[config.mk]
export PLATFORM = sky130hd
export DESIGN_NAME = varint_decoder_checked_unit
export DESIGN_NICKNAME = d
export VERILOG_FILES = /design/src/vdc_pkg.sv /design/src/varint_decoder_checked_unit.sv /design/src/vdc_in_reg.sv /design/src/vdc_core.sv
export SDC_FILE = /design/constraint.sdc
export NUM_CORES = 1
export LEC_CHECK = 0
export BUFFER_PORTS_ARGS = -buffer_cell sky130_fd_sc_hd__buf_2
export CELL_PAD_IN_SITES_DETAIL_PLACEMENT = 2
export CELL_PAD_IN_SITES_GLOBAL_PLACEMENT = 2
export CORE_MARGIN = 5
export CORE_UTILIZATION = 35
export CTS_BUF_LIST = sky130_fd_sc_hd__clkbuf_2 sky130_fd_sc_hd__clkbuf_4 sky130_fd_sc_hd__clkbuf_8
export CTS_CLUSTER_SIZE = 20
export DETAILED_ROUTE_END_ITERATION = 8
export HOLD_SLACK_MARGIN = 0.03
export PLACE_DENSITY_LB_ADDON = 0.3
export SYNTH_ARGS = -nofsm -noshare
export SYNTH_HDL_FRONTEND = slang
export SYNTH_HIERARCHICAL = 1
export SYNTH_SLANG_ARGS = --single-unit
[constraint.sdc]
create_clock -name clk -period 4.6 [get_ports clk]
set_clock_uncertainty 0.1 [all_clocks]
set_input_delay 0 -clock clk [delete_from_list [all_inputs] [get_ports clk]]
set_output_delay 0 -clock clk [all_outputs]
set_load 0.005 [all_outputs]
[src/vdc_pkg.sv]
// shared types and constants for the varint decoder
package vdc_pkg;

    localparam int VALUE_BITS = 64;
    localparam int OUT_W      = 64;
    localparam int BYTE_W     = 8;
    localparam int DIGIT_BITS = 7;
    localparam int POS_W      = 4;
    localparam int SHIFT_W    = 7;
    localparam int ROOM_W     = 8;
    localparam int STATUS_W   = 2;

    localparam logic [BYTE_W-1:0] LOW7_MASK = 8'h7f;
    localparam int                CONT_BIT  = 7;

    typedef enum logic [STATUS_W-1:0] {
        ST_OK       = 2'd0,
        ST_OVERFLOW = 2'd1,
        ST_INVALID  = 2'd2
    } vdc_status_t;

    typedef struct packed {
        logic              valid;
        logic [BYTE_W-1:0] data;
    } vdc_byte_t;

endpackage

[src/varint_decoder_checked_unit.sv]
// top level of the unsigned 64-bit varint decoder with overflow and minimality checks
//
//  channel  direction  payload                              handshake
//  in       request    in_byte                              in_valid / in_stall
//  out      result     decoded_value, status, bytes_used    out_valid / out_stall
//
//  one byte per cycle while no result stalls; final byte -> input reg -> result reg
//  the decode state update is a single pass through shift, mask and or logic
//  reset clears the decode state and both valid flags
//  a stalled result holds the output register; the input register keeps taking
//  bytes until it is full, then in_stall rises
module varint_decoder_checked_unit
(
    input  logic                          clk,
    input  logic                          rst_n,
    input  logic                          in_valid,
    output logic                          in_stall,
    input  logic [vdc_pkg::BYTE_W-1:0]    in_byte,
    output logic                          out_valid,
    input  logic                          out_stall,
    output logic [vdc_pkg::OUT_W-1:0]     decoded_value,
    output logic [vdc_pkg::STATUS_W-1:0]  status,
    output logic [vdc_pkg::POS_W-1:0]     bytes_used
);

    vdc_pkg::vdc_byte_t held;
    logic               advance;

    vdc_in_reg u_in_reg
    (
        .clk      (clk),
        .rst_n    (rst_n),
        .in_valid (in_valid),
        .in_byte  (in_byte),
        .in_stall (in_stall),
        .advance  (advance),
        .held     (held)
    );

    vdc_core u_core
    (
        .clk           (clk),
        .rst_n         (rst_n),
        .held          (held),
        .advance       (advance),
        .out_valid     (out_valid),
        .out_stall     (out_stall),
        .decoded_value (decoded_value),
        .status        (status),
        .bytes_used    (bytes_used)
    );

endmodule

[src/vdc_in_reg.sv]
// input register that holds one request byte until the core takes it
module vdc_in_reg
(
    input  logic                      clk,
    input  logic                      rst_n,
    input  logic                      in_valid,
    input  logic [vdc_pkg::BYTE_W-1:0] in_byte,
    output logic                      in_stall,
    input  logic                      advance,
    output vdc_pkg::vdc_byte_t        held
);

    logic                       valid_reg;
    logic [vdc_pkg::BYTE_W-1:0] data_reg;

    assign in_stall   = valid_reg && !advance;
    assign held.valid = valid_reg;
    assign held.data  = data_reg;

    always_ff @(posedge clk or negedge rst_n)
    begin
        if (!rst_n)
        begin
            valid_reg <= 1'b0;
        end
        else if (!in_stall)
        begin
            valid_reg <= in_valid;
        end
    end

    always_ff @(posedge clk)
    begin
        if (!in_stall && in_valid)
        begin
            data_reg <= in_byte;
        end
    end

endmodule

[src/vdc_core.sv]
// decode state, per-byte decode logic and result register
module vdc_core
(
    input  logic                          clk,
    input  logic                          rst_n,
    input  vdc_pkg::vdc_byte_t            held,
    output logic                          advance,
    output logic                          out_valid,
    input  logic                          out_stall,
    output logic [vdc_pkg::OUT_W-1:0]     decoded_value,
    output logic [vdc_pkg::STATUS_W-1:0]  status,
    output logic [vdc_pkg::POS_W-1:0]     bytes_used
);

    localparam int VB = vdc_pkg::VALUE_BITS;

    logic [VB-1:0]                 acc_reg;
    logic [VB-1:0]                 acc_next;
    logic [vdc_pkg::POS_W-1:0]     pos_reg;
    logic [vdc_pkg::POS_W-1:0]     pos_next;
    logic                          out_valid_reg;
    logic [vdc_pkg::OUT_W-1:0]     value_reg;
    logic [vdc_pkg::OUT_W-1:0]     value_next;
    vdc_pkg::vdc_status_t          status_reg;
    vdc_pkg::vdc_status_t          status_next;
    logic [vdc_pkg::POS_W-1:0]     used_reg;

    logic [vdc_pkg::SHIFT_W-1:0]   shift;
    logic [vdc_pkg::ROOM_W-1:0]    shift_ext;
    logic [vdc_pkg::ROOM_W-1:0]    room;
    logic                          over_pos;
    logic                          near_top;
    logic                          overflow;
    logic                          last_byte;
    logic                          emit;
    logic [VB+vdc_pkg::DIGIT_BITS-1:0] digit_wide;
    logic [VB-1:0]                 acc_merged;
    logic [vdc_pkg::POS_W-1:0]     used;
    logic [vdc_pkg::BYTE_W-1:0]    piece;

    assign piece   = held.data;
    assign advance = held.valid && (!out_valid_reg || !out_stall);

    assign shift     = vdc_pkg::SHIFT_W'(pos_reg) * vdc_pkg::SHIFT_W'(vdc_pkg::DIGIT_BITS);
    assign shift_ext = vdc_pkg::ROOM_W'(shift);
    assign room      = vdc_pkg::ROOM_W'(VB) - shift_ext;
    assign over_pos  = shift_ext >= vdc_pkg::ROOM_W'(VB);
    assign near_top  = (shift_ext + vdc_pkg::ROOM_W'(vdc_pkg::DIGIT_BITS))
                       >= vdc_pkg::ROOM_W'(VB);
    assign overflow  = over_pos || (near_top && ((piece >> room[3:0]) != '0));

    assign digit_wide = (VB + vdc_pkg::DIGIT_BITS)'(piece & vdc_pkg::LOW7_MASK) << shift;
    assign acc_merged = acc_reg | digit_wide[VB-1:0];
    assign last_byte  = !piece[vdc_pkg::CONT_BIT];
    assign used       = pos_reg + vdc_pkg::POS_W'(1);
    assign emit       = overflow || last_byte;

    always_comb
    begin
        acc_next    = acc_merged;
        pos_next    = used;
        value_next  = '0;
        status_next = vdc_pkg::ST_OK;
        if (overflow)
        begin
            acc_next    = '0;
            pos_next    = '0;
            status_next = vdc_pkg::ST_OVERFLOW;
        end
        else if (last_byte)
        begin
            acc_next = '0;
            pos_next = '0;
            if (piece == '0 && pos_reg != '0)
            begin
                status_next = vdc_pkg::ST_INVALID;
            end
            else
            begin
                value_next = vdc_pkg::OUT_W'(acc_merged);
            end
        end
    end

    always_ff @(posedge clk or negedge rst_n)
    begin
        if (!rst_n)
        begin
            acc_reg       <= '0;
            pos_reg       <= '0;
            out_valid_reg <= 1'b0;
        end
        else
        begin
            if (advance)
            begin
                acc_reg <= acc_next;
                pos_reg <= pos_next;
            end
            if (advance && emit)
            begin
                out_valid_reg <= 1'b1;
            end
            else if (!out_stall)
            begin
                out_valid_reg <= 1'b0;
            end
        end
    end

    always_ff @(posedge clk)
    begin
        if (advance && emit)
        begin
            value_reg  <= value_next;
            status_reg <= status_next;
            used_reg   <= used;
        end
    end

    assign out_valid     = out_valid_reg;
    assign decoded_value = value_reg;
    assign status        = status_reg;
    assign bytes_used    = used_reg;

endmodule
Word level (Yosys, flattened, before mapping)
Cells that the tools add are included.
{ "totals": {"register_bits": 148, "word_cells": 46} }
{ "classes": {"bitwise": 1, "mul": 1, "eq_ne": 1, "shift": 2, "add_sub_neg": 3, "n_mux": 8, "reduce_logical": 19, "magnitude_cmp": 2} }
{ "ops": {"columns": ["cell", "n"], "rows": [
  ["2-to-1 mux 64 bit", 2],
  ["bitwise OR 64 bit", 1],
  ["<< shifter 7 x 7 -> 64 bit", 1],
  ["adder 7 x 3 -> 8 bit (second input constant)", 1],
  ["greater-or-equal comparator 8 x 7 -> 1 bit (second input constant)", 1],
  ["zero test 8 bit", 1],
  ["2-to-1 mux 4 bit", 2],
  ["nonzero test 8 bit", 1],
  ["right shift 8 x 4 -> 8 bit", 1],
  ["greater-or-equal comparator 7 bit (second input constant)", 1],
  ["multiplier 4 x 3 -> 7 bit (second input constant)", 1],
  ["logical AND 1 bit", 6],
  ["zero test 1 bit", 5],
  ["adder 4 x 1 -> 4 bit (second input constant)", 1],
  ["nonzero test 4 bit", 1],
  ["subtractor 1 x 4 -> 4 bit (first input constant)", 1],
  ["logical OR 1 bit", 3],
  ["2-to-1 mux 1 bit", 3],
  ["OR reduction 3 bit", 1],
  ["2-to-1 mux 2 bit", 1],
  ["!= test 2 x 1 -> 1 bit (second input constant)", 1],
  ["OR reduction 2 bit", 1]
]} }

Depth between registers and ports, before layout
{ "depth": {"depth_word": 9, "mapped_depth": 11} }

Modules after synthesis
Netlist, hierarchy kept.
{ "by_module_without_submodules": {"columns": ["mod", "area_each_um2", "n_inst", "seq_area_each_um2", "cells_each"], "rows": [
  ["vdc_core", 6422.4, 1, 3828.7, 625],
  ["vdc_in_reg", 305.3, 1, 265.3, 14]
]} }

Worst setup path before layout
OpenSTA, ideal clock, no wires.
{ "synth_path": {"path_type": "reg2reg", "from": "reg u_core/pos_reg[1] in the netlist's numbering", "to": "reg u_core.used_reg (netlist bit u_core/bytes_used[0]) (enable)", "setup_slack_ns": -0.365, "setup_ns": 0.462, "path_stages_with_launch": 9, "arrival_time_ns": 4.404, "synth_period_minus_slack_ns": 4.965, "required_time_ns": 4.038, "cell_sequence": "dfrtp_1 fa_1 ha_1 fa_1 nor2b_1 nor3b_1 nand4b_1 a31oi_1 clkbuf_1"} }
{ "synth_via": {"elab_chain_len": 8, "elab_cells_between_ends": 11, "cone_classes": "add/sub: 2; mul: 1; order compare: 2; shift: 1; reduce/logical: 5"} }
{ "synth_lines": {"columns": ["item", "line_no", "text"], "rows": [
  ["start: declaration", "vdc_core.sv:19", "logic [vdc_pkg::POS_W-1:0] pos_reg;"],
  ["start signal: assignment", "vdc_core.sv:98", "pos_reg <= pos_next;"],
  ["multiplier 4 x 3 -> 7 bit *", "vdc_core.sv:44", "assign shift = vdc_pkg::SHIFT_W'(pos_reg) * vdc_pkg::SHIFT_W'(vdc_pkg::DIGIT_BITS);"],
  ["branches (longest 4 deep; another with adder 7 x 3 -> 8 bit)", null, null],
  ["logical OR 1 bit *", "vdc_core.sv:50", "assign overflow = over_pos || (near_top && ((piece >> room[3:0]) != '0));"],
  ["logical OR 1 bit *", "vdc_core.sv:56", "assign emit = overflow || last_byte;"],
  ["logical AND 1 bit *", "vdc_core.sv:113", "if (advance && emit)"],
  ["end signal: assignment", "vdc_core.sv:117", "used_reg <= used;"],
  ["end: declaration", "vdc_core.sv:26", "logic [vdc_pkg::POS_W-1:0] used_reg;"]
]} }
Mark *: on every way between the ends.
A chain may end at the register's enable or synchronous reset.

Worst setup path in the final report
{ "layout_path": {"from": "reg u_core/pos_reg[2] in the netlist's numbering", "to": "reg u_core.value_reg (netlist bit u_core/decoded_value[36]) (enable)"} }
{ "layout_via": {"elab_chain_len": 8, "elab_cells_between_ends": 11, "cone_classes": "add/sub: 2; mul: 1; order compare: 2; shift: 1; reduce/logical: 5"} }
{ "layout_lines": {"columns": ["item", "line_no", "text"], "rows": [
  ["multiplier 4 x 3 -> 7 bit *", "vdc_core.sv:44", null],
  ["branches (longest 4 deep; another with adder 7 x 3 -> 8 bit)", null, null],
  ["logical OR 1 bit *", "vdc_core.sv:50", null],
  ["logical OR 1 bit *", "vdc_core.sv:56", null],
  ["logical AND 1 bit *", "vdc_core.sv:113", null],
  ["end signal: assignment", "vdc_core.sv:115", "value_reg <= value_next;"],
  ["end: declaration", "vdc_core.sv:22", "logic [vdc_pkg::OUT_W-1:0] value_reg;"]
]} }
Marks and branches as above.

==> flow_summary.ini <==
[yosys]
synth_seq_cells = 148
post-synth-top-count-cell = a21oi_1
ys_types = 40
synth-seq-area-share_pct = 60.9
ys_top_cells_by_area = edfxtp_1, dfrtp_1, a21oi_1, or3_1, nor3_1
synth_ff_type = edfxtp_1
synth_area_um2 = 6730
yosys_warnings = 6
async_flop_share_pct = 47.3
synthTopCellsByCount = a21oi_1, edfxtp_1, nor2_1, dfrtp_1, nor3_1
synth_area_leader_cell = edfxtp_1
synth.top_cell.area_share_pct = 34.8
syn_nets = 664
syn_area_per_cell_um2 = 10.5
synth_cells = 639
synth-edff-count = 78

[place]
dp_cells = 936
place_hpwl_um = 13300
numPortBuffers = 83
gp_congestion = 0.796

[timing]
finalCritPeriodShare_pct = 88.2
slew_headroom_pct = 17.9
setup_violations = 0
hold-worst-slack_ns = 0.0185
fmax_ghz = 0.246
worst_pin_slew_ns = 1.22
tns_ns = 0
rsz0062_at_grt = false
slew_violations = 0
period_needed_ns = 4.06
hold_viol = 0

[floorplanning]
start_util_pct = 35.7
ios = 84
num_rows = 50
core-area_um2 = 18800
die_area_um2 = 22100
die_w_um = 149
fp.dieH_um = 149

[global_routing]
grtUsageTotal_pct = 19.1
grt_pass1_wl_um = 33000
antenna_found_initial = 0
globalRouteOverflowTotal = 0
grt_max_degree = 100
grt_pass1_vias = 5679

[detailed_routing]
ant_nets = 0
vias_per_cell = 5.29
drc = 0
drtPass1Iterations = 4
first_iter_violations = 322
routed_wl_um = 20400
routedWlPerCell_um = 20.8
num_vias = 5182

[clocking]
root_buffer = clkbuf_8
cts.clk_slew.worst_paths_ns = 0.08
numClockSinks = 148
htree_levels = 4
worstSkewPairLatency_ns = 0.45
numCtsBuffers = 17
tritoncts = done
max-clock-path-buffers = 2

[worst_setup_path]
reg2regPathDepth = 8
max_stage_delay_ns = 0.77
startpoint = u_core/pos_reg[2]
crit_arrival_ns = 4.05
path_buf_inv = 1
slowest_stage = dfrtp_1
worst_r2r_startpoint = u_core/pos_reg[2]
path_depth = 8
crit_path_cell_trace = fa_1 > ha_1 > fa_1 > nor2b_1 > nor3b_1 > nand4b_1 > a31oi_4 > buf_12
crit_family = adder cells
startpoint_type = flop
crit_fanout = 99
end_kind = flop
required_ns = 4.59
cp_common_cell = fa_1
worstSetupPathType = reg -> reg

[power_and_ir_drop]
p_sw_mw = 1.30
sw_frac_of_total_pct = 33.7
ir_drop_mv = 0.203
power_density_nw_per_um2 = 490
p_int_mw = 2.56
p_leak_nw = 3.26
combPwrFrac_pct = 25.5
p_seq_share_pct = 46.6
clkPwrFrac_pct = 27.9

[layout]
layout.cells.non_filler = 979
nFillCells = 1990
diodes = 0
nets = 731
drive_gt1_share_pct = 19.3
syn_to_final_growth_pct = 17.2

[min_path]
hp-class = in -> async

[run_status]
status = completed

[job]
drv_cap = 0
routing by layer:
layer,GRT usage (%),vias to the layer above,share of wire [%]
met5,0,-,0
met4,5.45,0,1.4
met3,3.14,20,3.1
met2,33.3,92,51
met1,24.6,2659,44
li1,-,2411,-
final timing paths:
path                                            endpoint  slack, ns
max in group asynchronous             u_core/acc_reg[34]       3.35
min in group clk                    u_in_reg/data_reg[6]       0.15
worst min register to register         u_core/acc_reg[3]       0.40
worst max register to register  u_core/decoded_value[36]       0.54
worst min-delay path                  u_in_reg/valid_reg       0.02
worst max-delay path            u_core/decoded_value[36]       0.54
worst register-to-register path: stages (launching register included):
cell,delay [ns]
dfrtp_1,0.77
fa_1,0.54
ha_1,0.22
fa_1,0.40
nor2b_1,0.17
nor3b_1,0.26
nand4b_1,0.39
a31oi_4,0.34
buf_12,0.39
kinds of logic after synthesis:
kind of cell,count (synthesis),synth area share [%]
buf+inv,67,4.33
compound gates,145,11.2
simple gates,264,20.5
fa+ha+maj,13,2.86
flops,148,60.9
xor+xnor,2,0.260
metrics by stage:
step | setup WS, ns | cell area [um^2] | util, % | total power, mW
4_1_cts | 0.618 | 7880 | 41.9 | 3.90
6_report | 0.543 | 7880 | 41.9 | 3.86
3_3_place_gp | 0.957 | 7360 | 39.1 | 2.73
2_1_floorplan | 0.764 | 6730 | - | 2.41
3_5_place_dp | 0.721 | 7360 | 39.1 | 2.80
5_1_grt | 0.460 | 7880 | 41.9 | 4.10
power groups by stage:
stage,combinational [mW],sequential [mW],clock [mW]
after detailed placement,0.973,1.82,0
after global routing,1.11,1.82,1.17
after global placement,0.926,1.80,0
final,0.986,1.80,1.08
after CTS,1.00,1.80,1.10
after floorplan,0.625,1.78,0
final cells by class:
| class | instances | area, um^2 | share of cell area (%) |
|---|---|---|---|
| clock inverter | 12 | 154 | 1.95 |
| clock buffer | 20 | 263 | 3.33 |
| multi-input combinational | 424 | 2390 | 30.3 |
| tap | 260 | 325 | 4.13 |
| timing repair buffer | 106 | 628 | 7.97 |
| sequential | 148 | 4090 | 51.9 |
| inverter | 9 | 33.8 | 0.429 |
what timing repair did:
action                    4_1_cts  5_1_grt
hold endpoints to repair       47        0
resized for setup               0        0
hold buffers                   11        0
buffers inserted                0        0
layout by cell type, fill, tap and decap left out, types with 3 or more instances in the layout:
cell | synthesis | routed
inv_1 | 7 | 7
clkinvlp_4 | 0 | 3
nand2b_1 | 8 | 7
buf_2 | 11 | 83
ha_1 | 9 | 9
and2_0 | 7 | 7
nand2_1 | 10 | 10
o21ai_0 | 5 | 5
buf_4 | 7 | 11
and3_1 | 7 | 7
clkinv_2 | 0 | 3
a31oi_1 | 5 | 3
edfxtp_1 | 78 | 78
bufinv_16 | 0 | 3
nor3_1 | 70 | 70
a21oi_1 | 128 | 127
clkbuf_8 | 0 | 18
or3_1 | 64 | 64
dfrtp_1 | 70 | 70
nor3_2 | 3 | 3
and2_1 | 4 | 4
nor2b_1 | 5 | 5
dlygate4sd3_1 | 0 | 11
fa_1 | 4 | 4
nor2_1 | 74 | 74
Power figures use the tool's default switching activity.
